### src/sv/sed_pkg.sv
// Shared types and constants of the string escape decoder.
package sed_pkg;

   localparam logic [1:0] KIND_DATA  = 2'd0;
   localparam logic [1:0] KIND_END   = 2'd1;
   localparam logic [1:0] KIND_ERROR = 2'd2;

   localparam logic [1:0] ERR_NONE    = 2'd0;
   localparam logic [1:0] ERR_ESCAPE  = 2'd1;
   localparam logic [1:0] ERR_HEX     = 2'd2;
   localparam logic [1:0] ERR_CONTROL = 2'd3;

   localparam logic [7:0] UTF8_LEAD2 = 8'hC0;
   localparam logic [7:0] UTF8_LEAD3 = 8'hE0;
   localparam logic [7:0] UTF8_CONT  = 8'h80;
   localparam logic [15:0] UTF8_THREE_MIN = 16'h0800;
   localparam logic [15:0] UTF8_TWO_MIN   = 16'h0080;

   typedef struct packed {
      logic [7:0] in_byte;
      logic       first_of_string;
   } req_word_type;

   typedef struct packed {
      logic [1:0] kind;
      logic [7:0] out_byte;
      logic [1:0] error_code;
      logic       last;
   } rsp_word_type;

   // All results caused by one input byte, handed from front to back.
   typedef struct packed {
      logic [1:0] kind;
      logic [1:0] error_code;
      logic [1:0] count;
      logic [7:0] byte0;
      logic [7:0] byte1;
      logic [7:0] byte2;
   } sed_job_type;

   typedef struct packed {
      logic full;
      logic empty;
   } sed_queue_status_type;

endpackage

### src/sv/sed_front.sv
// Front end: accepts raw bytes, tracks escape state and builds result jobs.
module sed_front (
   input  logic                          clock,
   input  logic                          reset,
   input  logic                          req_valid,
   output logic                          req_ready,
   input  sed_pkg::req_word_type         req_word,
   input  sed_pkg::sed_queue_status_type queue_status,
   output logic                          push,
   output sed_pkg::sed_job_type          job
);
   import sed_pkg::*;

   localparam logic [2:0] MODE_IDLE = 3'd0;
   localparam logic [2:0] MODE_TEXT = 3'd1;
   localparam logic [2:0] MODE_ESC  = 3'd2;
   localparam logic [2:0] MODE_HEX1 = 3'd3;
   localparam logic [2:0] MODE_HEX2 = 3'd4;
   localparam logic [2:0] MODE_HEX3 = 3'd5;
   localparam logic [2:0] MODE_HEX4 = 3'd6;

   logic [2:0]  mode_ff, mode_in, cur_mode;
   logic [11:0] acc_ff, acc_in, cur_acc;
   logic [7:0]  c;
   logic        accept;
   logic        is_num, is_upper, is_lower, hex_ok;
   logic [3:0]  hex_digit;
   logic [15:0] cp;

   assign req_ready = !queue_status.full;
   assign accept    = req_valid && req_ready;
   assign push      = accept && (job.count != 2'd0);
   assign c         = req_word.in_byte;

   // A string start drops whatever was open and begins in plain text.
   assign cur_mode = req_word.first_of_string ? MODE_TEXT : mode_ff;
   assign cur_acc  = req_word.first_of_string ? 12'd0 : acc_ff;

   assign is_num    = (c >= 8'h30) && (c <= 8'h39);
   assign is_upper  = (c >= 8'h41) && (c <= 8'h46);
   assign is_lower  = (c >= 8'h61) && (c <= 8'h66);
   assign hex_ok    = is_num || is_upper || is_lower;
   assign hex_digit = is_num ? c[3:0] : c[3:0] + 4'd9;
   assign cp        = {cur_acc, hex_digit};

   always_comb begin
      mode_in        = cur_mode;
      acc_in         = cur_acc;
      job            = '0;
      job.kind       = KIND_DATA;
      job.error_code = ERR_NONE;
      case (cur_mode)
         MODE_TEXT: begin
            if (c < 8'h20) begin
               job.kind       = KIND_ERROR;
               job.error_code = ERR_CONTROL;
               job.count      = 2'd1;
               mode_in        = MODE_IDLE;
               acc_in         = 12'd0;
            end else if (c == 8'h22) begin
               job.kind  = KIND_END;
               job.count = 2'd1;
               mode_in   = MODE_IDLE;
            end else if (c == 8'h5C) begin
               mode_in = MODE_ESC;
            end else begin
               job.count = 2'd1;
               job.byte0 = c;
            end
         end
         MODE_ESC: begin
            job.count = 2'd1;
            mode_in   = MODE_TEXT;
            case (c)
               8'h22, 8'h5C, 8'h2F: job.byte0 = c;
               8'h62: job.byte0 = 8'h08;
               8'h66: job.byte0 = 8'h0C;
               8'h6E: job.byte0 = 8'h0A;
               8'h72: job.byte0 = 8'h0D;
               8'h74: job.byte0 = 8'h09;
               8'h75: begin
                  job.count = 2'd0;
                  mode_in   = MODE_HEX1;
                  acc_in    = 12'd0;
               end
               default: begin
                  job.kind       = KIND_ERROR;
                  job.error_code = ERR_ESCAPE;
                  mode_in        = MODE_IDLE;
                  acc_in         = 12'd0;
               end
            endcase
         end
         MODE_HEX1, MODE_HEX2, MODE_HEX3, MODE_HEX4: begin
            if (!hex_ok) begin
               job.kind       = KIND_ERROR;
               job.error_code = ERR_HEX;
               job.count      = 2'd1;
               mode_in        = MODE_IDLE;
               acc_in         = 12'd0;
            end else if (cur_mode != MODE_HEX4) begin
               acc_in  = {cur_acc[7:0], hex_digit};
               mode_in = cur_mode + 3'd1;
            end else begin
               acc_in  = 12'd0;
               mode_in = MODE_TEXT;
               if (cp < UTF8_TWO_MIN) begin
                  job.count = 2'd1;
                  job.byte0 = cp[7:0];
               end else if (cp < UTF8_THREE_MIN) begin
                  job.count = 2'd2;
                  job.byte0 = UTF8_LEAD2 | {3'd0, cp[10:6]};
                  job.byte1 = UTF8_CONT | {2'd0, cp[5:0]};
               end else begin
                  job.count = 2'd3;
                  job.byte0 = UTF8_LEAD3 | {4'd0, cp[15:12]};
                  job.byte1 = UTF8_CONT | {2'd0, cp[11:6]};
                  job.byte2 = UTF8_CONT | {2'd0, cp[5:0]};
               end
            end
         end
         default: begin
            mode_in = MODE_IDLE;
         end
      endcase
   end

   always_ff @(posedge clock) begin
      if (reset) begin
         mode_ff <= MODE_IDLE;
         acc_ff  <= 12'd0;
      end else if (accept) begin
         mode_ff <= mode_in;
         acc_ff  <= acc_in;
      end
   end

   // Partial hex digits are only ever held while a unicode escape is open.
   assert property (@(posedge clock) disable iff (reset)
      (mode_ff == MODE_IDLE || mode_ff == MODE_TEXT || mode_ff == MODE_ESC)
      |-> (acc_ff == 12'd0))
      else $error("hex accumulator nonzero outside a unicode escape");

   assert property (@(posedge clock) disable iff (reset)
      (mode_ff == MODE_HEX1) |-> (acc_ff == 12'd0))
      else $error("hex accumulator not cleared at escape start");

endmodule

### src/sv/sed_queue.sv
// Small job queue between the front end and the result sequencer.
module sed_queue #(
   parameter int DEPTH = 4
) (
   input  logic                          clock,
   input  logic                          reset,
   input  logic                          push,
   input  sed_pkg::sed_job_type          push_job,
   input  logic                          pop,
   output sed_pkg::sed_job_type          head_job,
   output sed_pkg::sed_queue_status_type status
);
   import sed_pkg::*;

   localparam int PTR_W = (DEPTH > 1) ? $clog2(DEPTH) : 1;
   localparam int CNT_W = $clog2(DEPTH + 1);
   localparam logic [PTR_W-1:0] LAST_PTR = PTR_W'(DEPTH - 1);
   localparam logic [CNT_W-1:0] FULL_CNT = CNT_W'(DEPTH);

   sed_job_type        slots_ff [DEPTH];
   logic [PTR_W-1:0]   wr_ptr_ff, wr_ptr_in;
   logic [PTR_W-1:0]   rd_ptr_ff, rd_ptr_in;
   logic [CNT_W-1:0]   count_ff, count_in;
   logic               do_push, do_pop;

   assign status.full  = (count_ff == FULL_CNT);
   assign status.empty = (count_ff == '0);
   assign do_push      = push && !status.full;
   assign do_pop       = pop && !status.empty;
   assign head_job     = slots_ff[rd_ptr_ff];

   always_comb begin
      wr_ptr_in = wr_ptr_ff;
      rd_ptr_in = rd_ptr_ff;
      count_in  = count_ff;
      if (do_push) begin
         wr_ptr_in = (wr_ptr_ff == LAST_PTR) ? '0 : wr_ptr_ff + 1'b1;
      end
      if (do_pop) begin
         rd_ptr_in = (rd_ptr_ff == LAST_PTR) ? '0 : rd_ptr_ff + 1'b1;
      end
      if (do_push && !do_pop) begin
         count_in = count_ff + 1'b1;
      end else if (do_pop && !do_push) begin
         count_in = count_ff - 1'b1;
      end
   end

   always_ff @(posedge clock) begin
      if (reset) begin
         wr_ptr_ff <= '0;
         rd_ptr_ff <= '0;
         count_ff  <= '0;
      end else begin
         wr_ptr_ff <= wr_ptr_in;
         rd_ptr_ff <= rd_ptr_in;
         count_ff  <= count_in;
      end
   end

   always_ff @(posedge clock) begin
      if (do_push) begin
         slots_ff[wr_ptr_ff] <= push_job;
      end
   end

   assert property (@(posedge clock) disable iff (reset)
      count_ff <= FULL_CNT)
      else $error("queue occupancy above depth");

   assert property (@(posedge clock) disable iff (reset)
      push |-> !status.full)
      else $error("job pushed into a full queue");

endmodule

### src/sv/sed_back.sv
// Back end: walks each queued job and issues its results one word per cycle while rsp_ready allows.
module sed_back (
   input  logic                          clock,
   input  logic                          reset,
   input  sed_pkg::sed_job_type          head_job,
   input  sed_pkg::sed_queue_status_type queue_status,
   output logic                          pop,
   output logic                          rsp_valid,
   input  logic                          rsp_ready,
   output sed_pkg::rsp_word_type         rsp_word
);
   import sed_pkg::*;

   logic         rsp_valid_ff;
   rsp_word_type rsp_word_ff, rsp_word_in;
   logic [1:0]   idx_ff;
   logic         load, final_one;

   assign rsp_valid = rsp_valid_ff;
   assign rsp_word  = rsp_word_ff;

   // The output register refills in the same cycle it is emptied.
   assign load      = !queue_status.empty && (!rsp_valid_ff || rsp_ready);
   assign final_one = ((idx_ff + 2'd1) == head_job.count);
   assign pop       = load && final_one;

   always_comb begin
      rsp_word_in.kind       = head_job.kind;
      rsp_word_in.error_code = head_job.error_code;
      rsp_word_in.last       = final_one;
      case (idx_ff)
         2'd0:    rsp_word_in.out_byte = head_job.byte0;
         2'd1:    rsp_word_in.out_byte = head_job.byte1;
         default: rsp_word_in.out_byte = head_job.byte2;
      endcase
   end

   always_ff @(posedge clock) begin
      if (reset) begin
         rsp_valid_ff <= 1'b0;
         idx_ff       <= 2'd0;
      end else begin
         if (load) begin
            rsp_valid_ff <= 1'b1;
            idx_ff       <= final_one ? 2'd0 : idx_ff + 2'd1;
         end else if (rsp_ready) begin
            rsp_valid_ff <= 1'b0;
         end
      end
   end

   always_ff @(posedge clock) begin
      if (load) begin
         rsp_word_ff <= rsp_word_in;
      end
   end

   assert property (@(posedge clock) disable iff (reset)
      !queue_status.empty |-> (idx_ff < head_job.count))
      else $error("result index beyond the job's result count");

   assert property (@(posedge clock) disable iff (reset)
      queue_status.empty |-> (idx_ff == 2'd0))
      else $error("result index left nonzero with no job queued");

endmodule

### src/sv/string_escape_decoder.sv
// Top level of the string escape decoder: front end, job queue and back end.
//
// The req channel takes one raw byte of a double-quoted string body per word,
// with first_of_string set on the byte right after the opening quote. The rsp
// channel returns decoded data bytes, an end word at the closing quote and an
// error word on a bad escape, bad hex digit or control byte; last marks the
// final word caused by an input byte. After an error, bytes are dropped until
// the next first_of_string.
// A byte is classified in the cycle it is accepted and its job is written
// into the queue; its first word then passes into the output register, so
// the earliest rsp handshake follows both registers. The front end takes a
// byte every cycle while the job queue (QUEUE_DEPTH entries) has room; the
// back end issues one word per cycle while rsp_ready is high, so the extra
// words of a unicode escape that expands to two or three UTF-8 bytes are
// absorbed by the queue, since such an escape spans six input bytes.
// Reset clears the escape state, the queue and the output valid flag. While
// rsp_ready is low the output word holds, the queue fills, and req_ready
// drops once it is full.
module string_escape_decoder #(
   parameter int QUEUE_DEPTH = 4
) (
   input  logic                  clock,
   input  logic                  reset,
   input  logic                  req_valid,
   output logic                  req_ready,
   input  sed_pkg::req_word_type req_word,
   output logic                  rsp_valid,
   input  logic                  rsp_ready,
   output sed_pkg::rsp_word_type rsp_word
);
   import sed_pkg::*;

   sed_job_type          push_job, head_job;
   sed_queue_status_type queue_status;
   logic                 push, pop;

   sed_front u_front (
      .clock        (clock),
      .reset        (reset),
      .req_valid    (req_valid),
      .req_ready    (req_ready),
      .req_word     (req_word),
      .queue_status (queue_status),
      .push         (push),
      .job          (push_job)
   );

   sed_queue #(
      .DEPTH (QUEUE_DEPTH)
   ) u_queue (
      .clock    (clock),
      .reset    (reset),
      .push     (push),
      .push_job (push_job),
      .pop      (pop),
      .head_job (head_job),
      .status   (queue_status)
   );

   sed_back u_back (
      .clock        (clock),
      .reset        (reset),
      .head_job     (head_job),
      .queue_status (queue_status),
      .pop          (pop),
      .rsp_valid    (rsp_valid),
      .rsp_ready    (rsp_ready),
      .rsp_word     (rsp_word)
   );

endmodule
### config.mk
export PLATFORM = sky130hd
export DESIGN_NAME = string_escape_decoder
export DESIGN_NICKNAME = d
export VERILOG_FILES = /design/src/sv/sed_pkg.sv /design/src/sv/sed_front.sv /design/src/sv/sed_queue.sv /design/src/sv/sed_back.sv /design/src/sv/string_escape_decoder.sv
export SDC_FILE = /design/constraint.sdc
export NUM_CORES = 1
export LEC_CHECK = 0
export BUFFER_PORTS_ARGS = -buffer_cell sky130_fd_sc_hd__buf_4
export CAP_MARGIN = 10
export CORE_MARGIN = 3
export CORE_UTILIZATION = 60
export DETAILED_ROUTE_END_ITERATION = 10
export PLACE_DENSITY = 0.78
export SETUP_SLACK_MARGIN = 0.3
export SYNTH_ARGS = -nofsm -noshare
export SYNTH_HDL_FRONTEND = slang
export SYNTH_HIERARCHICAL = 1
export SYNTH_SLANG_ARGS = --single-unit
### constraint.sdc
create_clock -name clock -period 5.4 [get_ports clock]
set_input_delay 1.08 -clock clock [delete_from_list [all_inputs] [get_ports clock]]
set_output_delay 1.08 -clock clock [all_outputs]
set_load 0.1 [all_outputs]
==> results of run 1 <==
report_power, final:
group          switching, uW  total, uW  internal [uW]
clock network            467       1210            741
registers               60.0       1580           1520
logic                    804       1120            312
final cells by class:
class                      instances  area (um^2)  share of cell area, %
tap                              143          179                   2.22
multi-input combinational        285         2370                   29.4
inverter                          23          105                   1.30
timing repair buffer              34          255                   3.16
clock buffer                      24          568                   7.04
clock inverter                     8         57.6                  0.713
sequential                       160         4540                   56.2
metal layers:
layer  share of wire, %  GRT usage [%]  vias up
met5                  0              0        -
met4                2.7           8.53        0
met3                7.4           5.16       44
met2                 49           37.4      246
met1                 41           32.4     2185
li1                   -              -     1972
critical path: stages:
cell,delay (ns)
buf_4,0.13
inv_1,0.12
ha_1,0.23
o21bai_1,0.13
a21o_1,0.27
a211o_1,0.48
or2_1,0.37
inv_2,0.12
o211a_1,0.25
bufinv_8,0.21
nor2_2,0.14
ha_1,0.20
inv_1,0.06
fa_1,0.37
xor2_1,0.15
or3_1,0.31
a21oi_1,0.16
worst max path at each step:
stage	endpoint	slack (ns)	cells past startpoint
after CTS	u_queue/count_ff[2]$_SDFFE_PP0P_	0.98	17
after global routing	u_queue/count_ff[2]$_SDFFE_PP0P_	0.70	17
after floorplan	u_queue/count_ff[2]$_SDFFE_PP0P_	1.18	17
after detailed placement	u_queue/count_ff[2]$_SDFFE_PP0P_	0.56	17
after global placement	u_queue/count_ff[2]$_SDFFE_PP0P_	0.79	17
final	u_queue/count_ff[2]$_SDFFE_PP0P_	0.95	17
registers in the layout, summed over array words and instances (netlist names), named ones only:
name,flops
u_back/idx_ff,2
u_queue/count_ff,3
u_back/rsp_valid,1
u_front/acc_ff,12
u_queue/rd_ptr_ff,2
u_back/rsp_word,13
u_front/mode_ff,3
u_queue/slots_ff,120
u_queue/wr_ptr_ff,2
cell usage after synthesis, drive strengths merged (3+ instances only):
cell type	instances	area (um^2)
a41oi	3	26.3
o211ai	5	37.5
mux2i	3	30.0
or3	4	25.0
nor4b	3	26.3
or2	4	27.5
nor4	3	18.8
and3	9	56.3
edfxtp	133	3990
nor2	25	98.8
dfxtp	27	541
inv	20	75.1
nand3	7	35.0
a21oi	23	119
ha	13	163
nor3	5	30.0
o31ai	3	32.5
a22o	12	105
o311ai	3	26.3
nand2	34	128
a22oi	13	97.6
mux4	30	676
nor2b	10	62.6
nand2b	5	31.3
buf	13	101
clkbuf	12	47.6
a21o	3	22.5
xnor2	3	26.3
xor2	3	26.3
o21ai	20	100
cell families (layout without fill, tap and decap cells):
family / count (synthesis) / count (layout) / synth area share (%)
xor+xnor: 6 / 6 / 0.735
buf+inv: 48 / 89 / 3.55
compound gates: 104 / 104 / 10.3
mux: 33 / 33 / 9.87
fa+ha+maj: 14 / 14 / 2.55
simple gates: 126 / 126 / 9.53
other cells: 1 / 2 / 0.0524
flops: 160 / 160 / 63.4
stage by stage:
| stage | instances | total power [uW] | area (um^2) | hold WS (ns) | setup WS (ns) |
|---|---|---|---|---|---|
| 2_1_floorplan | 493 | 2470 | 7160 | 0.448 | 1.18 |
| 5_1_grt | 677 | 4050 | 8070 | 0.511 | 0.704 |
| 4_1_cts | 677 | 3930 | 8070 | 0.503 | 0.983 |
| 3_5_place_dp | 645 | 2720 | 7440 | 0.494 | 0.561 |
| 6_report | 677 | 3910 | 8070 | 0.511 | 0.950 |
| 3_3_place_gp | 645 | 2690 | 7440 | 0.469 | 0.788 |
==> flow_metrics.tcl, run 1 <==
set metrics [dict create \
    start_kind "input port" \
    setup_tns_ns 0 \
    gp_congestion 0.917 \
    grt_setup_unrepaired "no" \
    fin_crit_sh_pct 82.4 \
    fmax_ghz 0.225 \
    timing_hold_violations_final 0 \
    postCtsResizedCells 0 \
    clock_skew_ns 0.0111 \
    via_count 4447 \
    synth-async-reset-ratio_pct 0 \
    final-setup-viol-count 0 \
    hold_path_startpoint "u_queue/rd_ptr_ff[0]$_SDFFE_PP0P_" \
    vdd.ir_drop.worst_v 0.000212 \
    hold_depth 2 \
    grt_use_total_pct 23.6 \
    die-area_um2 13300 \
    status "complete, no violations" \
    core_um2 11500 \
    num_rows 39 \
    ys_seq_area_share_pct 63.4 \
    vias_per_cell 6.57 \
    arrival_ns 4.80 \
    end_kind "register" \
    clock_path_buffers 2 \
    clock-root-buffer "clkbuf_16" \
    layout_common_cells "133 x edfxtp_1, 34 x buf_4, 34 x nand2_1, 30 x mux4_2, 26 x dfxtp_1" \
    cap_violations 0 \
    drv_slew 0 \
    layout_commonest_cell "edfxtp_1" \
    dieWidth_um 115 \
    n_fill_cell 751 \
    ys_types 75 \
    worst-path-max-fanout 14 \
    grt_pass1_wl_mm 23.4 \
    totalWireLength_mm 14.7 \
    hp-class "reg2reg" \
    grt_antenna_before_repair 0 \
    postCtsSetupBuffers 0 \
    tightest_slew_ns 0.784 \
    synth_cells 492 \
    port_buffers 27 \
    finish.utilization_pct 70.1 \
    drive_gt1_share_pct 21.2 \
    first_pass_iters 5 \
    path_class "in2reg" \
    grt_pass1_vias 4324 \
    r2r_cells 14 \
    synth-main-ff-cell "edfxtp_1" \
    power_density_nw_per_um2 484 \
    route.detailed.drc 0 \
    die_h_um 115 \
    drt-initial-drc-count 488 \
    synth_edf_count 133 \
    ios 28 \
    r2r_end "u_queue/count_ff[2]$_SDFFE_PP0P_" \
    start_util_pct 62.1 \
    r2r-start "u_front/acc_ff[11]$_SDFFE_PP0P_" \
    critPathLaunch "req_word[2]" \
    synthToLayoutAreaGrowth_pct 12.8 \
    h-tree-depth 4 \
    ctsHoldBuffers 0 \
    max_slew_margin_pct 47.3 \
    clkLatencyLatePin_ns 0.42 \
    cts_tree "built" \
    drt-wirelength-per-cell_um 21.7 \
    leakage_uw 0.00285 \
    layout.nets 548 \
    critical_path_required_ns 5.75 \
    cts_buffers 17 \
    ys_ff_latch 160 \
    overflow 0 \
    clkSinkCount 160 \
    diodes 0 \
    yosysWarnings 6 \
    syn_avg_cell_area_um2 14.5 \
    min_period_ns 4.45 \
    drtAntennaViolNets 0 \
    path_clk_slew_ns 0.07 \
    syn_area_um2 7150 \
    grt_max_degree 31 \
    hpwl_mm 9.30 \
    r2r_setup_slack_ns 1.70 \
]
No activity file was read; power rests on OpenSTA's default activity.
==> run 2: changes to the inputs <==
--- a/config.mk
+++ b/config.mk
@@ -8,9 +8,9 @@
 export BUFFER_PORTS_ARGS = -buffer_cell sky130_fd_sc_hd__buf_4
 export CAP_MARGIN = 10
 export CORE_MARGIN = 3
-export CORE_UTILIZATION = 60
+export CORE_UTILIZATION = 56
 export DETAILED_ROUTE_END_ITERATION = 10
-export PLACE_DENSITY = 0.78
+export PLACE_DENSITY = 0.76
 export SETUP_SLACK_MARGIN = 0.3
 export SYNTH_ARGS = -nofsm -noshare
 export SYNTH_HDL_FRONTEND = slang
==> constraint.sdc (replaced) <==
create_clock -name clock -period 3.8 [get_ports clock]
set_input_delay 0.76 -clock clock [delete_from_list [all_inputs] [get_ports clock]]
set_output_delay 0.76 -clock clock [all_outputs]
set_load 0.1 [all_outputs]
==> flow_metrics.tcl, run 2 (synthesis gave the netlist of run 1 again) <==
set metrics [dict create \
    status "complete, no violations" \
    core_um2 12300 \
    final-setup-viol-count 0 \
    grt_max_degree 31 \
    hpwl_mm 9.40 \
    grt_pass1_vias 4334 \
    finish.utilization_pct 67.4 \
    leakage_uw 0.00288 \
    vias_per_cell 6.22 \
    end_kind "register" \
    vdd.ir_drop.worst_v 0.000373 \
    r2r_end "u_queue/count_ff[2]$_SDFFE_PP0P_" \
    r2r_cells 12 \
    r2r_setup_slack_ns 0.63 \
    diodes 0 \
    drt-initial-drc-count 384 \
    ios 28 \
    regMostFlops "u_queue/slots_ff" \
    cts_buffers 17 \
    layout_commonest_cell "edfxtp_1" \
    met2_usage_pct 34.7 \
    grtUsageMet3_pct 5.94 \
    drt-wirelength-per-cell_um 20.9 \
    clkSinkCount 160 \
    hold_depth 2 \
    power_density_nw_per_um2 676 \
    port_buffers 27 \
    cap_violations 0 \
    gp_congestion 0.870 \
    layout.nets 557 \
    overflow 0 \
    clock_path_buffers 2 \
    postCtsResizedCells 0 \
    fin_crit_sh_pct 86.9 \
    arrival_ns 3.65 \
    largest_reg_flops 120 \
    path_clk_slew_ns 0.06 \
    fmax_ghz 0.303 \
    grt_setup_unrepaired "no" \
    r2r-start "u_front/mode_ff[0]$_SDFFE_PP0P_" \
    critical_path_required_ns 4.15 \
    postCtsSetupBuffers 0 \
    start_util_pct 58.3 \
    start_kind "input port" \
    hp-class "reg2reg" \
    via_count 4423 \
    min_period_ns 3.30 \
    setup_tns_ns 0 \
    tightest_slew_ns 0.660 \
    grt_util_met1_pct 29.0 \
    drv_slew 0 \
    cts_tree "built" \
    synthToLayoutAreaGrowth_pct 15.6 \
    num_rows 40 \
    totalWireLength_mm 14.8 \
    dieWidth_um 119 \
    drive_gt1_share_pct 24.5 \
    first_pass_iters 5 \
    timing_hold_violations_final 0 \
    grt_antenna_before_repair 0 \
    layout_common_cells "133 x edfxtp_1, 39 x buf_4, 34 x nand2_1, 30 x mux4_2, 26 x dfxtp_1" \
    clkLatencyLatePin_ns 0.43 \
    path_class "in2reg" \
    max_slew_margin_pct 55.7 \
    drtAntennaViolNets 0 \
    grt_pass1_wl_mm 23.5 \
    h-tree-depth 4 \
    die_h_um 119 \
    hold_path_startpoint "u_queue/rd_ptr_ff[0]$_SDFFE_PP0P_" \
    route.detailed.drc 0 \
    worst-path-max-fanout 7 \
    grt_use_total_pct 21.8 \
    clock_skew_ns 0.0174 \
    grt-busiest-layer "met2" \
    die-area_um2 14200 \
    ctsHoldBuffers 0 \
    clock-root-buffer "clkbuf_16" \
]
## run 2: worst max-delay path by stage
stage / slack (ns) / depth (start not counted) / end / from
2_1_floorplan: 0.25 / 16 / u_queue/count_ff[2]$_SDFFE_PP0P_ / req_word[5]
3_3_place_gp: 0.21 / 17 / u_queue/count_ff[2]$_SDFFE_PP0P_ / req_word[2]
3_5_place_dp: 0.10 / 17 / u_queue/count_ff[2]$_SDFFE_PP0P_ / req_word[2]
4_1_cts: 0.52 / 12 / u_queue/count_ff[2]$_SDFFE_PP0P_ / u_front/mode_ff[0]$_SDFFE_PP0P_
5_1_grt: 0.32 / 17 / u_queue/count_ff[2]$_SDFFE_PP0P_ / req_word[1]
6_report: 0.50 / 17 / u_queue/count_ff[2]$_SDFFE_PP0P_ / req_word[2]
## run 2: report_power, final
group          switching [uW]  internal [uW]  leakage, uW
sequential               96.5           2160      0.00152
combinational            1140            460      0.00108
clock                     684           1040     0.000287
total                    1920           3660      0.00288
## run 2: per-layer routing
| metal | up-vias | routed length (um) |
|---|---|---|
| li1 | 2007 | - |
| met1 | 2204 | 6310 |
| met2 | 189 | 7350 |
| met3 | 23 | 951 |
| met4 | 0 | 231 |
| met5 | - | 0 |
## run 2: worst max-delay path, cell delays in order
cell	delay, ns
buf_4	0.14
inv_4	0.09
ha_4	0.16
o21bai_1	0.12
a21o_1	0.21
a211o_1	0.28
or2_1	0.27
inv_4	0.09
o211a_4	0.22
inv_8	0.04
nor2_4	0.11
ha_2	0.20
inv_1	0.05
fa_2	0.33
xor2_1	0.15
or3_1	0.30
a21oi_1	0.12
## run 2: metrics by stage
step                worst slack, ns  instance area, um^2  cells  total power (uW)  hold WS, ns
global placement              0.206                 7660    679              3860        0.468
CTS                           0.517                 8260    711              5620        0.500
detailed placement            0.101                 7660    679              3890        0.478
finish                        0.499                 8270    711              5590        0.496
floorplan                     0.249                 7220    493              3530        0.448
global route                  0.319                 8270    711              5800        0.532
## run 2: layout make-up
class	count	area [um^2]
Inverter	23	104
Sequential cell	160	4540
Multi-Input combinational cell	285	2440
Timing Repair Buffer	43	373
Tap cell	168	210
Clock inverter	15	183
Fill cell	826	3990
Clock buffer	17	425
